<file path="src/rtl/assert_macros.svh">
// ----------------------------------------------------------------------------
// Assertion macros
// Concurrent assertion wrappers; empty when SYNTHESIS is defined.
// ----------------------------------------------------------------------------
`ifndef ASSERT_MACROS_SVH
`define ASSERT_MACROS_SVH

`ifndef SYNTHESIS

// check at every edge outside of reset
`define DSSM_ASSERT(lbl, clk, rstn, prop) \
  lbl: assert property (@(posedge clk) disable iff (!rstn) prop) \
    else $error("dssm assertion failed");

// check at every edge, reset included
`define DSSM_ASSERT_RST(lbl, clk, prop) \
  lbl: assert property (@(posedge clk) prop) \
    else $error("dssm assertion failed during reset");

`else

`define DSSM_ASSERT(lbl, clk, rstn, prop)
`define DSSM_ASSERT_RST(lbl, clk, prop)

`endif

`endif

</file>
<file path="src/rtl/dssm_pkg.sv">
// ----------------------------------------------------------------------------
// dssm_pkg
// Types and constants of the two-stack shared memory.
// ----------------------------------------------------------------------------
package dssm_pkg;

  localparam int unsigned DataW         = 32;
  localparam int unsigned FRONT_Q_DEPTH = 2;
  localparam int unsigned RES_Q_DEPTH   = 4;

  localparam logic [1:0] CMD_PUSH = 2'd0;
  localparam logic [1:0] CMD_POP  = 2'd1;
  localparam logic [1:0] CMD_DUMP = 2'd2;

  typedef enum logic [1:0] {
    ST_OK        = 2'd0,
    ST_OVERFLOW  = 2'd1,
    ST_UNDERFLOW = 2'd2
  } status_e;

  typedef enum logic [1:0] {
    OP_PUSH = 2'd0,
    OP_POP  = 2'd1,
    OP_DUMP = 2'd2
  } op_e;

  typedef struct packed {
    logic [1:0]              command;
    logic                    stack_select;
    logic signed [DataW-1:0] push_value;
  } cmd_t;

  typedef struct packed {
    status_e                 status;
    logic signed [DataW-1:0] data_value;
    logic                    last_of_run;
  } res_t;

  typedef struct packed {
    op_e                     op;
    logic                    sel;
    logic signed [DataW-1:0] value;
  } op_t;

endpackage

</file>
<file path="src/rtl/dssm_fifo.sv">
// ----------------------------------------------------------------------------
// dssm_fifo
// Small register queue with push/full and pop/empty sides and a fill level.
// ----------------------------------------------------------------------------
module dssm_fifo #(
  parameter int unsigned Depth = 2,
  parameter int unsigned Width = 8
) (
  input  logic                         clk_i,
  input  logic                         rst_ni,
  input  logic                         push_i,
  input  logic [Width-1:0]             wdata_i,
  output logic                         full_o,
  input  logic                         pop_i,
  output logic [Width-1:0]             rdata_o,
  output logic                         empty_o,
  output logic [$clog2(Depth+1)-1:0]   level_o
);

  localparam int unsigned PW = $clog2(Depth);
  localparam int unsigned LW = $clog2(Depth + 1);

  logic [Width-1:0] mem_q [Depth];
  logic [PW-1:0]    wptr_q, wptr_d;
  logic [PW-1:0]    rptr_q, rptr_d;
  logic [LW-1:0]    level_q, level_d;
  logic             do_push, do_pop;

  assign full_o  = (level_q == LW'(Depth));
  assign empty_o = (level_q == '0);
  assign level_o = level_q;
  assign rdata_o = mem_q[rptr_q];
  assign do_push = push_i && !full_o;
  assign do_pop  = pop_i && !empty_o;

  always_comb begin
    wptr_d  = wptr_q;
    rptr_d  = rptr_q;
    level_d = level_q;
    if (do_push) begin
      wptr_d = (wptr_q == PW'(Depth - 1)) ? '0 : wptr_q + 1'b1;
    end
    if (do_pop) begin
      rptr_d = (rptr_q == PW'(Depth - 1)) ? '0 : rptr_q + 1'b1;
    end
    if (do_push && !do_pop) begin
      level_d = level_q + 1'b1;
    end else if (do_pop && !do_push) begin
      level_d = level_q - 1'b1;
    end
  end

  always_ff @(posedge clk_i or negedge rst_ni) begin
    if (!rst_ni) begin
      wptr_q  <= '0;
      rptr_q  <= '0;
      level_q <= '0;
    end else begin
      wptr_q  <= wptr_d;
      rptr_q  <= rptr_d;
      level_q <= level_d;
    end
  end

  always_ff @(posedge clk_i) begin
    if (do_push) begin
      mem_q[wptr_q] <= wdata_i;
    end
  end

endmodule

</file>
<file path="src/rtl/dssm_front.sv">
// ----------------------------------------------------------------------------
// dssm_front
// Accepts commands, decodes them into operations and queues them for the
// execution side; the reserved command code is accepted and dropped.
// ----------------------------------------------------------------------------
module dssm_front (
  input  logic              clk_i,
  input  logic              rst_ni,
  input  logic              push_i,
  input  dssm_pkg::cmd_t    cmd_i,
  output logic              full_o,
  output logic              item_vld_o,
  output dssm_pkg::op_t     item_o,
  input  logic              item_take_i
);

  localparam int unsigned OpW = $bits(dssm_pkg::op_t);

  dssm_pkg::op_t  op_in;
  logic           cmd_ok;
  logic [OpW-1:0] q_rdata;
  logic           q_empty;

  always_comb begin
    op_in.sel   = cmd_i.stack_select;
    op_in.value = cmd_i.push_value;
    op_in.op    = dssm_pkg::OP_PUSH;
    cmd_ok      = 1'b1;
    case (cmd_i.command)
      dssm_pkg::CMD_PUSH: op_in.op = dssm_pkg::OP_PUSH;
      dssm_pkg::CMD_POP:  op_in.op = dssm_pkg::OP_POP;
      dssm_pkg::CMD_DUMP: op_in.op = dssm_pkg::OP_DUMP;
      default:            cmd_ok   = 1'b0;
    endcase
  end

  dssm_fifo #(
    .Depth (dssm_pkg::FRONT_Q_DEPTH),
    .Width (OpW)
  ) u_cmd_q (
    .clk_i   (clk_i),
    .rst_ni  (rst_ni),
    .push_i  (push_i && cmd_ok),
    .wdata_i (OpW'(op_in)),
    .full_o  (full_o),
    .pop_i   (item_take_i),
    .rdata_o (q_rdata),
    .empty_o (q_empty),
    .level_o ()
  );

  assign item_vld_o = !q_empty;
  assign item_o     = dssm_pkg::op_t'(q_rdata);

endmodule

</file>
<file path="src/rtl/dssm_back.sv">
// ----------------------------------------------------------------------------
// dssm_back
// Executes queued operations on the shared entry memory and the two stack
// counts, and feeds results into the result queue under credit control.
// ----------------------------------------------------------------------------
module dssm_back #(
  parameter int unsigned DEPTH = 16
) (
  input  logic                                          clk_i,
  input  logic                                          rst_ni,
  input  logic                                          item_vld_i,
  input  dssm_pkg::op_t                                 item_i,
  output logic                                          item_take_o,
  input  logic [$clog2(dssm_pkg::RES_Q_DEPTH+1)-1:0]    res_level_i,
  output logic                                          res_push_o,
  output dssm_pkg::res_t                                res_o
);

  localparam int unsigned AW = $clog2(DEPTH);
  localparam int unsigned CW = $clog2(DEPTH + 1);
  localparam int unsigned LW = $clog2(dssm_pkg::RES_Q_DEPTH + 1);
  localparam logic [AW-1:0] LastIdx = AW'(DEPTH - 1);

  localparam logic S_IDLE = 1'b0;
  localparam logic S_DUMP = 1'b1;

  logic [dssm_pkg::DataW-1:0] mem_q [DEPTH];
  logic [dssm_pkg::DataW-1:0] rdata_q;

  logic          state_q, state_d;
  logic [CW-1:0] low_cnt_q, low_cnt_d;
  logic [CW-1:0] high_cnt_q, high_cnt_d;
  logic          sel_q, sel_d;
  logic [AW-1:0] idx_q, idx_d;
  logic [CW-1:0] n_q, n_d;
  logic          rd_vld_q, rd_vld_d;
  logic          rd_last_q, rd_last_d;

  logic          we, re;
  logic [AW-1:0] waddr, raddr;
  logic [CW-1:0] cur_cnt, cnt_dec, cnt_inc;
  logic [CW:0]   total;
  logic          room, dump_last;

  assign cur_cnt   = item_i.sel ? high_cnt_q : low_cnt_q;
  assign cnt_dec   = cur_cnt - 1'b1;
  assign cnt_inc   = cur_cnt + 1'b1;
  assign total     = {1'b0, low_cnt_q} + {1'b0, high_cnt_q};
  assign room      = ({1'b0, res_level_i} + (LW+1)'(rd_vld_q)) < (LW+1)'(dssm_pkg::RES_Q_DEPTH);
  assign dump_last = ((CW'(idx_q) + 1'b1) == n_q);

  always_comb begin
    state_d     = state_q;
    low_cnt_d   = low_cnt_q;
    high_cnt_d  = high_cnt_q;
    sel_d       = sel_q;
    idx_d       = idx_q;
    n_d         = n_q;
    rd_last_d   = rd_last_q;
    re          = 1'b0;
    we          = 1'b0;
    waddr       = '0;
    raddr       = '0;
    item_take_o = 1'b0;

    res_push_o        = rd_vld_q;
    res_o.status      = dssm_pkg::ST_OK;
    res_o.data_value  = rd_vld_q ? rdata_q : '0;
    res_o.last_of_run = rd_vld_q ? rd_last_q : 1'b1;

    case (state_q)
      S_IDLE: begin
        if (item_vld_i && !rd_vld_q && room) begin
          item_take_o = 1'b1;
          case (item_i.op)
            dssm_pkg::OP_PUSH: begin
              res_push_o = 1'b1;
              if (total < (CW+1)'(DEPTH)) begin
                we    = 1'b1;
                waddr = item_i.sel ? LastIdx - cur_cnt[AW-1:0] : cur_cnt[AW-1:0];
                if (item_i.sel) begin
                  high_cnt_d = cnt_inc;
                end else begin
                  low_cnt_d = cnt_inc;
                end
              end else begin
                res_o.status = dssm_pkg::ST_OVERFLOW;
              end
            end
            dssm_pkg::OP_POP: begin
              if (cur_cnt == '0) begin
                res_push_o   = 1'b1;
                res_o.status = dssm_pkg::ST_UNDERFLOW;
              end else begin
                re        = 1'b1;
                raddr     = item_i.sel ? LastIdx - cnt_dec[AW-1:0] : cnt_dec[AW-1:0];
                rd_last_d = 1'b1;
                if (item_i.sel) begin
                  high_cnt_d = cnt_dec;
                end else begin
                  low_cnt_d = cnt_dec;
                end
              end
            end
            dssm_pkg::OP_DUMP: begin
              if (cur_cnt == '0) begin
                res_push_o   = 1'b1;
                res_o.status = dssm_pkg::ST_UNDERFLOW;
              end else begin
                state_d = S_DUMP;
                sel_d   = item_i.sel;
                n_d     = cur_cnt;
                idx_d   = '0;
              end
            end
            default: begin
            end
          endcase
        end
      end
      S_DUMP: begin
        if (room) begin
          re        = 1'b1;
          raddr     = sel_q ? LastIdx - idx_q : idx_q;
          rd_last_d = dump_last;
          idx_d     = idx_q + 1'b1;
          if (dump_last) begin
            state_d = S_IDLE;
          end
        end
      end
      default: state_d = S_IDLE;
    endcase
  end

  assign rd_vld_d = re;

  always_ff @(posedge clk_i or negedge rst_ni) begin
    if (!rst_ni) begin
      state_q    <= S_IDLE;
      low_cnt_q  <= '0;
      high_cnt_q <= '0;
      sel_q      <= 1'b0;
      idx_q      <= '0;
      n_q        <= '0;
      rd_vld_q   <= 1'b0;
      rd_last_q  <= 1'b0;
    end else begin
      state_q    <= state_d;
      low_cnt_q  <= low_cnt_d;
      high_cnt_q <= high_cnt_d;
      sel_q      <= sel_d;
      idx_q      <= idx_d;
      n_q        <= n_d;
      rd_vld_q   <= rd_vld_d;
      rd_last_q  <= rd_last_d;
    end
  end

  always_ff @(posedge clk_i) begin
    if (we) begin
      mem_q[waddr] <= item_i.value;
    end
    if (re) begin
      rdata_q <= mem_q[raddr];
    end
  end

endmodule

</file>
<file path="src/rtl/dual_stack_shared_memory.sv">
// ----------------------------------------------------------------------------
// dual_stack_shared_memory
// Two LIFO stacks in one entry memory: the low stack grows up from entry 0,
// the high stack grows down from the top entry.
// ----------------------------------------------------------------------------
// Commands enter through a queue port: an item transfers on a clock edge with
// push high and full low. Results leave through a queue port: the oldest one
// sits on result_o while empty is low and transfers on an edge with pop high.
// A push, a failed pop or a failed dump gives its result straight from the
// execution unit, and the result queue registers it; a pop first reads the
// memory into a register, and a dump first enters its dump state.
// Pushes run at one per cycle while the result queue has room. A pop holds
// off the next command until its registered memory read has given its
// result. A dump of N entries emits one entry per cycle while the result
// queue has room and holds later commands in the command queue meanwhile.
// The reserved command code is accepted and gives no result.
// A full result queue stalls execution; the command queue then fills and full
// rises. Reset empties both queues and both stacks; memory contents are not
// cleared and need no clearing pass.
// ----------------------------------------------------------------------------
`include "assert_macros.svh"

module dual_stack_shared_memory #(
  parameter int unsigned DEPTH = 16
) (
  input  logic            clk_i,
  input  logic            rst_ni,
  input  logic            push,
  input  dssm_pkg::cmd_t  item_i,
  output logic            full,
  output logic            empty,
  input  logic            pop,
  output dssm_pkg::res_t  result_o
);

  localparam int unsigned ResW = $bits(dssm_pkg::res_t);
  localparam int unsigned LW   = $clog2(dssm_pkg::RES_Q_DEPTH + 1);

  logic            item_vld;
  logic            item_take;
  dssm_pkg::op_t   item;
  logic            res_push;
  dssm_pkg::res_t  res_in;
  logic            res_full;
  logic [LW-1:0]   res_level;
  logic [ResW-1:0] res_rdata;
  logic            res_err;
  logic            res_err_clean;

  dssm_front u_front (
    .clk_i       (clk_i),
    .rst_ni      (rst_ni),
    .push_i      (push),
    .cmd_i       (item_i),
    .full_o      (full),
    .item_vld_o  (item_vld),
    .item_o      (item),
    .item_take_i (item_take)
  );

  dssm_back #(
    .DEPTH (DEPTH)
  ) u_back (
    .clk_i       (clk_i),
    .rst_ni      (rst_ni),
    .item_vld_i  (item_vld),
    .item_i      (item),
    .item_take_o (item_take),
    .res_level_i (res_level),
    .res_push_o  (res_push),
    .res_o       (res_in)
  );

  dssm_fifo #(
    .Depth (dssm_pkg::RES_Q_DEPTH),
    .Width (ResW)
  ) u_res_q (
    .clk_i   (clk_i),
    .rst_ni  (rst_ni),
    .push_i  (res_push),
    .wdata_i (ResW'(res_in)),
    .full_o  (res_full),
    .pop_i   (pop),
    .rdata_o (res_rdata),
    .empty_o (empty),
    .level_o (res_level)
  );

  assign result_o = dssm_pkg::res_t'(res_rdata);

  assign res_err       = res_push && (res_in.status != dssm_pkg::ST_OK);
  assign res_err_clean = (res_in.data_value == '0) && res_in.last_of_run;

  `DSSM_ASSERT(a_full_vld, clk_i, rst_ni, full |-> item_vld)
  `DSSM_ASSERT(a_res_credit, clk_i, rst_ni, res_push |-> !res_full)
  `DSSM_ASSERT(a_take_vld, clk_i, rst_ni, item_take |-> item_vld)
  `DSSM_ASSERT(a_err_zero, clk_i, rst_ni, res_err |-> res_err_clean)

endmodule
</file>
<file path="config.mk">
export PLATFORM = sky130hd
export DESIGN_NAME = dual_stack_shared_memory
export DESIGN_NICKNAME = d
export VERILOG_FILES = /design/src/rtl/dssm_pkg.sv /design/src/rtl/dssm_fifo.sv /design/src/rtl/dssm_front.sv /design/src/rtl/dssm_back.sv /design/src/rtl/dual_stack_shared_memory.sv
export VERILOG_INCLUDE_DIRS = /design/src /design/src/rtl
export SDC_FILE = /design/constraint.sdc
export NUM_CORES = 1
export LEC_CHECK = 0
export BUFFER_PORTS_ARGS = -buffer_cell sky130_fd_sc_hd__buf_2
export CAP_MARGIN = 20
export CORE_MARGIN = 2
export CORE_UTILIZATION = 45
export DETAILED_ROUTE_END_ITERATION = 16
export HOLD_SLACK_MARGIN = 0.1
export PLACE_DENSITY_LB_ADDON = 0.1
export SLEW_MARGIN = 20
export SYNTH_ARGS = -nofsm -noshare
export SYNTH_HDL_FRONTEND = slang
export SYNTH_SLANG_ARGS = --single-unit
</file>
<file path="constraint.sdc">
create_clock -name clk_i -period 4.7 [get_ports clk_i]
set_input_delay 0.47 -clock clk_i [delete_from_list [all_inputs] [get_ports clk_i]]
set_output_delay 0.47 -clock clk_i [all_outputs]
set_load 0.02 [all_outputs]
</file>
==> Word level (Yosys, flattened, before mapping) <==
Memory sizes are Yosys's and may differ from the RTL's. A register that Yosys moved wholly into a read port is not among the register bits.
Cells that the tools add are included.
{ "word_totals": {"register_bits": 34, "ram_bits": 722, "input_bits": 39, "memories": 3} }
{ "memory_table": {"columns": ["name", "words", "word_bits", "read_ports", "rd_ports_with_merged_regs", "write_ports", "line_no", "text"], "rows": [
  ["u_back.mem_q", 16, 32, 1, 1, 1, "dssm_back.sv:27", "logic [dssm_pkg::DataW-1:0] mem_q [DEPTH];"],
  ["u_res_q.mem_q", 4, 35, 1, 0, 1, "dssm_fifo.sv:23", "logic [Width-1:0] mem_q [Depth];"],
  ["u_front.u_cmd_q.mem_q", 2, 35, 1, 0, 1, "dssm_fifo.sv:23", null]
]} }
{ "op_classes": {"add_sub_neg": 17, "magnitude_cmp": 2, "eq_ne": 20, "n_mux": 76, "n_bitwise": 2, "reduce_logical": 35} }
{ "op_table": {"columns": ["operator", "n"], "rows": [
  ["$mux W4", 15],
  ["$mux W5", 9],
  ["$mux W1", 32],
  ["$mux W32", 1],
  ["$pmux W5 S2", 2],
  ["$pmux W4 S2", 2],
  ["$mux W2", 7],
  ["$ne A2 B2 Y1 const B", 7],
  ["$reduce_and A7 Y1", 2],
  ["$reduce_and A4 Y1", 3],
  ["$sub A4 B4 Y4 const A", 3],
  ["$logic_and A1 B1 Y1", 11],
  ["$eq A2 B2 Y1 const B", 5],
  ["$logic_not A1 Y1", 9],
  ["$ne A2 B1 Y1 const B", 4],
  ["$pmux W1 S2", 4],
  ["$pmux W2 S2", 2],
  ["$add A2 B1 Y2 const B", 3],
  ["$add A5 B5 Y6", 1],
  ["$logic_not A2 Y1", 3],
  ["$lt A6 B5 Y1 const B", 1],
  ["$mux W3", 2],
  ["$reduce_bool A2 Y1", 3],
  ["$add A4 B1 Y5 const B", 1],
  ["other kinds (17)", 20]
]} }

==> Depth between registers and ports, before layout <==
An unclocked memory read counts as a cell.
{ "logic_depth": {"word_depth": 12, "mapped_depth": 18, "mapped_depth_nobuf": 15} }

==> Hierarchy <==
Synthesis repeated with hierarchy kept, for this count alone.
{ "hier_totals": {"cells_unflattened": 2032, "hier_area_um2": 31273.7} }
{ "modules_own_cells": {"columns": ["mod", "instances", "cells_per_inst", "area_each_um2"], "rows": [
  ["dssm_back", 1, 1680, 22881.9],
  ["dssm_fifo (u_res_q)", 1, 220, 5492.8],
  ["dssm_fifo (u_front.u_cmd_q)", 1, 128, 2872.8],
  ["dssm_front", 1, 4, 26.3]
]} }

==> Least setup slack after synthesis <==
OpenSTA, ideal clock, no wires.
{ "synth_path": {"kind": "register -> register", "startpoint": "reg u_front.u_cmd_q.rptr_q", "endpoint": "mem u_res_q.mem_q[3][0] (netlist name) (enable)", "setup_time_ps": 395, "t_arrival_ps": 3770, "required_ps": 4305, "setup_slack_ps": 534, "stages_incl_launch_ff": 13, "period_less_slack_ps": 4166, "path_cell_list": "dfrtp_1 buf_4 mux2_4 buf_6 clkbuf_1 a21oi_1 ha_1 nor4b_1 mux2_4 and3_1 a211oi_1 a21oi_1 and2_1"} }
{ "synth_between": {"elab_chain_cells": 10, "elab_cells_between_ends": 14} }
{ "synth_lines": {"columns": ["element", "line_no", "text"], "rows": [
  ["start: declaration", "dssm_fifo.sv:25", "logic [PW-1:0] rptr_q, rptr_d;"],
  ["start signal: assignment", "dssm_fifo.sv:60", "rptr_q <= rptr_d;"],
  ["$mem_v2 Z2 W35 *", null, null],
  ["$mux W5", "dssm_back.sv:45", "assign cur_cnt = item_i.sel ? high_cnt_q : low_cnt_q;"],
  ["$logic_not A5 Y1", "dssm_back.sv:91, dssm_back.sv:106", null],
  ["$mux W1", "dssm_back.sv:91, dssm_back.sv:106", null],
  ["$pmux W1 S2 *", "dssm_back.sv:75", "case (item_i.op)"],
  ["$mux W1 *", "dssm_back.sv:73", "if (item_vld_i && !rd_vld_q && room) begin"],
  ["$mux W1 *", "dssm_back.sv:71", "case (state_q)"],
  ["$logic_and A1 B1 Y1 *", "dssm_fifo.sv:33", "assign do_push = push_i && !full_o;"],
  ["named net u_res_q.do_push", "dssm_fifo.sv:27", "logic do_push, do_pop;"],
  ["$mux W1 *", "dssm_fifo.sv:66", "if (do_push) begin"],
  ["$mux W1 (not written as such) *", "dssm_fifo.sv:67", "mem_q[wptr_q] <= wdata_i;"],
  ["end: declaration", "dssm_fifo.sv:23", null]
]} }
The timed path passes the listed nets; every way through them passes the cells marked *.

==> Worst setup path in the final report <==
{ "layout_path": {"startpoint": "reg u_front.u_cmd_q.rptr_q", "endpoint": "reg u_back.rdata_q[23] (netlist name), read port of u_back.mem_q (data pin)"} }
{ "layout_between": {"elab_chain_cells": 9, "elab_cells_between_ends": 15} }
{ "layout_lines": {"columns": ["element", "line_no", "text"], "rows": [
  ["$mem_v2 Z2 W35 *", null, null],
  ["$mux W5", "dssm_back.sv:45", null],
  ["$sub A5 B1 Y5", "dssm_back.sv:46", "assign cnt_dec = cur_cnt - 1'b1;"],
  ["$sub A4 B4 Y4", "dssm_back.sv:96", "raddr = item_i.sel ? LastIdx - cnt_dec[AW-1:0] : cnt_dec[AW-1:0];"],
  ["$mux W4", "dssm_back.sv:96", null],
  ["$mux W4", "dssm_back.sv:91", "if (cur_cnt == '0) begin"],
  ["$mux W4", "dssm_back.sv:75", null],
  ["$mux W4", "dssm_back.sv:73", null],
  ["$pmux W4 S2", "dssm_back.sv:71", null],
  ["end: declaration", "dssm_back.sv:28", "logic [dssm_pkg::DataW-1:0] rdata_q;"]
]} }
Every way passes the cells marked *; elsewhere a longest branch is shown, timed or not.
A chain may end at the register's enable or synchronous reset.

==> summary.txt <==
Logic synthesis
  – Area leader, netlist: edfxtp_1
  – Yosys warning count: 0
  – #FFs+latches synth: roughly 800
  – Async S/R FF share, synth: 0.04315
  – Syn_area_per_cell: 18.87 sq um
  – Post-synth EDFFs: 754
  – Share of the synthesized area in the top cell type: 0.7581
  – Post-Syn Instances: 1583
  – Synth Cell Area: 29870 sq um
  – Synth top area cells: edfxtp_1 (76%), a221o_1 (4.3%), a221oi_1 (3.8%)
  – Register area share after synthesis: 0.7866
  – Syn_nets: 1642
  – Yosys cell types: 55
  – Top FF cell, synth: edfxtp_1

Clock tree
  – Insertion delay to the later sink of the worst-skew pair: 0.64 ns
  – Clk buf depth: 3
  – Clock sink count: 788
  – # Post-CTS Setup Buffers: 0
  – H-Tree Depth: 3
  – CTS Buf Count: 82
  – CTS root buf: clkbuf_16
  – Clock transition at path regs: 0.06 ns
  – CTS tree: done

Pwr
  – Peak supply drop: 0.5067 mV
  – Comb pwr share: 0.323
  – Switch Pwr: 7.962 mW
  – Seq pwr share: 0.410
  – Sw Share: 0.3313
  – Pwr Density: 692.6 nW/um^2
  – Clock group share of total power: 0.267
  – Internal: about 16 mW
  – Leakage: 11.47 nW

STA
  – Fin crit share: 0.9272
  – Final min period: ~4.4 ns
  – Setup tns final: 0 ns
  – Least-Margin Pin Slew: 1.147 ns
  – Final slew viol count: 0
  – Unrepaired setup endpoints after global routing: false
  – Relative slew slack: 0.2355
  – Setup Skew: 0.02800 ns
  – Fmax: 229.5 MHz
  – Final hold vios: 0
  – Final setup viols: 0

Critical path
  – Worst R2R Start: u_front.u_cmd_q.rptr_q$_DFFE_PN0P_
  – CP cell instances: mux2_4 -> a21oi_1 -> ha_1 -> nor4b_1 -> nor3b_1 -> o311ai_0 -> a2111oi_2 -> buf_12 -> buf_4 -> a221o_1 -> a221oi_1 -> nor2_1 -> a21o_1
  – Worst path buffer plus inverter count: 2
  – Register-to-Register Setup Slack: 0.34 ns
  – Cell family with most CP delay: compound AO/OA/AOI/OAI gates
  – R2R Path End: u_back.rdata_q[23]$_DFFE_PP_
  – Critical path required time: 5.08 ns
  – R2R cell count: 13
  – Crit path kind: flop to flop
  – Crit-path slowest cell: o311ai_0
  – Critical Path Sink Type: flop
  – CP startpoint kind: flop
  – CP arrival: 4.74 ns
  – CP Max Fanout: 34
  – Slowest stage delay, CP: 0.44 ns

Die
  – Initial Util: 0.4543
  – Die W: 261.6 microns
  – CORE AREA: ~66000 sq um
  – Die Area: roughly 68000 sq um
  – Chip Height: 261.6 microns
  – # rows: 94
  – IO Count: 76

Hold path
  – Hold Path End: u_front.u_cmd_q.mem_q[1][34]$_DFFE_PP_
  – Hold Path Class: input pin to flop
  – Hold path depth: 2
  – Hold Path Origin: item_i[33]

Routing
  – Drt pass-1 iters: 5
  – Final WL: 68.92 mm
  – Routed Antenna Nets: 0
  – Via Count: 15646
  – Iteration-0 DRC Markers: 1594
  – Vias per cell: 5.891
  – WL/cell: 25.95 microns
  – Residual DRC: 0

Finish
  – Area delta synth->final: 16.18%
  – Utilization after layout: 0.5278
  – Nets: around 1800
  – Commonest non-fill, non-tap cells in the layout: edfxtp_1 (754), a221o_1 (128), a221oi_1 (128), clkbuf_16 (82), buf_2 (75)
  – Commonest non-fill, non-tap cell in the layout: edfxtp_1
  – Layout cell share with drive strength beyond 1: 0.2011
  – Fillers: 5226

Flow run
  – Max cap viols: 0

Place
  – Final Wtd Congestion: 0.8122
  – Hpwl dp: 35.93 mm
  – Count of buffers from port buffering: 75

Global routing
  – First-pass GRT wire length: 102.4 mm
  – Initial antenna violation count: 2
  – Number of global-route vias before repair: between 15000 and 20000
  – Largest net degree at the start of global routing: 75
  – Gr ovfl total: 0
  – GRT Resource Usage Total: 0.2049

Run status
  – Outcome: complete, no violations
## power groups by stage
stage | Clock, mW | Combinational, mW | Sequential [mW]
6_report | 6.42 | 7.76 | 9.86
5_1_grt | 6.82 | 8.58 | 9.93
4_1_cts | 6.57 | 7.88 | 9.86
3_5_place_dp | 0 | 7.83 | 10.0
3_3_place_gp | 0 | 7.74 | 9.98
2_1_floorplan | 0 | 5.44 | 9.65
## stage by stage
step	instance area, sq um	setup slack [ns]	hold slack, ns	power (mW)	std cells
6_report	34700	0.3420	0.1573	24.04	2656
5_1_grt	34700	0.07566	0.1424	25.33	2654
3_3_place_gp	31680	0.5188	0.4842	17.73	2470
2_1_floorplan	29870	0.5343	0.1744	15.09	1583
3_5_place_dp	31680	0.3455	0.4875	17.83	2470
4_1_cts	34680	0.3293	0.1174	24.31	2654
## logic make-up after synthesis
group / Yosys count / share of synthesized area
simple gates: 202 / 0.03347
fa+ha+maj: 20 / 0.008630
mux: 87 / 0.04600
flops: 788 / 0.7866
buf+inv: 118 / 0.01718
xor+xnor: 25 / 0.007331
compound gates: 343 / 0.1008
## flip-flops by register name, summed over array words and instances, names as in the netlist, 3 cells and up
register               count
u_back.mem_q             512
u_res_q.mem_q            140
u_front.u_cmd_q.mem_q     70
u_back.rdata_q            32
u_back.high_cnt_q          5
u_back.low_cnt_q           5
u_back.n_q                 5
u_back.idx_q               4
u_res_q.level_o            3
## worst max path at each step
| stage | endpoint | startpoint | slack [ns] | cells past startpoint |
|---|---|---|---|---|
| detailed placement | u_back.rdata_q[23]$_DFFE_PP_ | u_front.u_cmd_q.rptr_q$_DFFE_PN0P_ | 0.35 | 13 |
| global placement | u_back.rdata_q[16]$_DFFE_PP_ | u_front.u_cmd_q.rptr_q$_DFFE_PN0P_ | 0.52 | 13 |
| finish | u_back.rdata_q[23]$_DFFE_PP_ | u_front.u_cmd_q.rptr_q$_DFFE_PN0P_ | 0.34 | 13 |
| CTS | u_back.rdata_q[23]$_DFFE_PP_ | u_front.u_cmd_q.rptr_q$_DFFE_PN0P_ | 0.33 | 13 |
| floorplan | u_res_q.mem_q[3][0]$_DFFE_PP_ | u_front.u_cmd_q.rptr_q$_DFFE_PN0P_ | 0.53 | 12 |
| global route | u_back.rdata_q[22]$_DFFE_PP_ | u_front.u_cmd_q.rptr_q$_DFFE_PN0P_ | 0.08 | 13 |
## timing repair
action                                  CTS  global route
endpoints found under the setup margin    0            30
hold buffers                             34             0
resized for setup                         0             2
hold endpoints to repair                100             0
## cell type report
type | instances | area, sq um | share of cell area
well taps | 864 | 1081 | 0.03115
clock buffers | 100 | 2120 | 0.06108
inverters | 16 | 60.06 | 0.001731
repair buffers | 159 | 1316 | 0.03793
flip-flops and latches | 788 | 23500 | 0.6771
diodes | 2 | 5.005 | 0.0001442
multi-input cells | 677 | 6075 | 0.1751
clock inverters | 50 | 549.3 | 0.01583
## synth_stat cells (2+ instances only)
| master | instances |
|---|---|
| edfxtp_1 | 754 |
| a221o_1 | 128 |
| a221oi_1 | 128 |
| nor2_1 | 65 |
| clkbuf_1 | 58 |
| nor3_1 | 44 |
| mux2_2 | 41 |
| and2_1 | 38 |
| mux4_2 | 35 |
| a21o_1 | 34 |
| dfrtp_1 | 34 |
| buf_2 | 28 |
| nand2_1 | 21 |
| ha_1 | 19 |
| inv_1 | 16 |
| o21ai_0 | 16 |
| nand3_1 | 14 |
| xnor2_1 | 14 |
| xor2_1 | 11 |
| a21oi_1 | 8 |
| mux2i_1 | 8 |
| buf_1 | 7 |
| buf_4 | 7 |
| a31oi_1 | 5 |
| nand2b_1 | 4 |
| o22ai_1 | 4 |
| nor2b_1 | 3 |
| nor3b_1 | 3 |
| a2111oi_0 | 2 |
| a211oi_1 | 2 |
| a21boi_0 | 2 |
| and3_1 | 2 |
| mux2_4 | 2 |
| nand3b_1 | 2 |
| nor4b_1 | 2 |
| o21a_1 | 2 |
| o311ai_0 | 2 |
## per-layer routing
| metal | vias up | track usage | share of wire |
|---|---|---|---|
| li1 | 6934 | - | - |
| met3 | 90 | 0.03038 | 0.052 |
| met2 | 447 | 0.3289 | 0.47 |
| met1 | 8175 | 0.2963 | 0.46 |
| met4 | 0 | 0.05224 | 0.018 |
| met5 | - | 0 | 0 |
(Power assumes the default switching activity.)
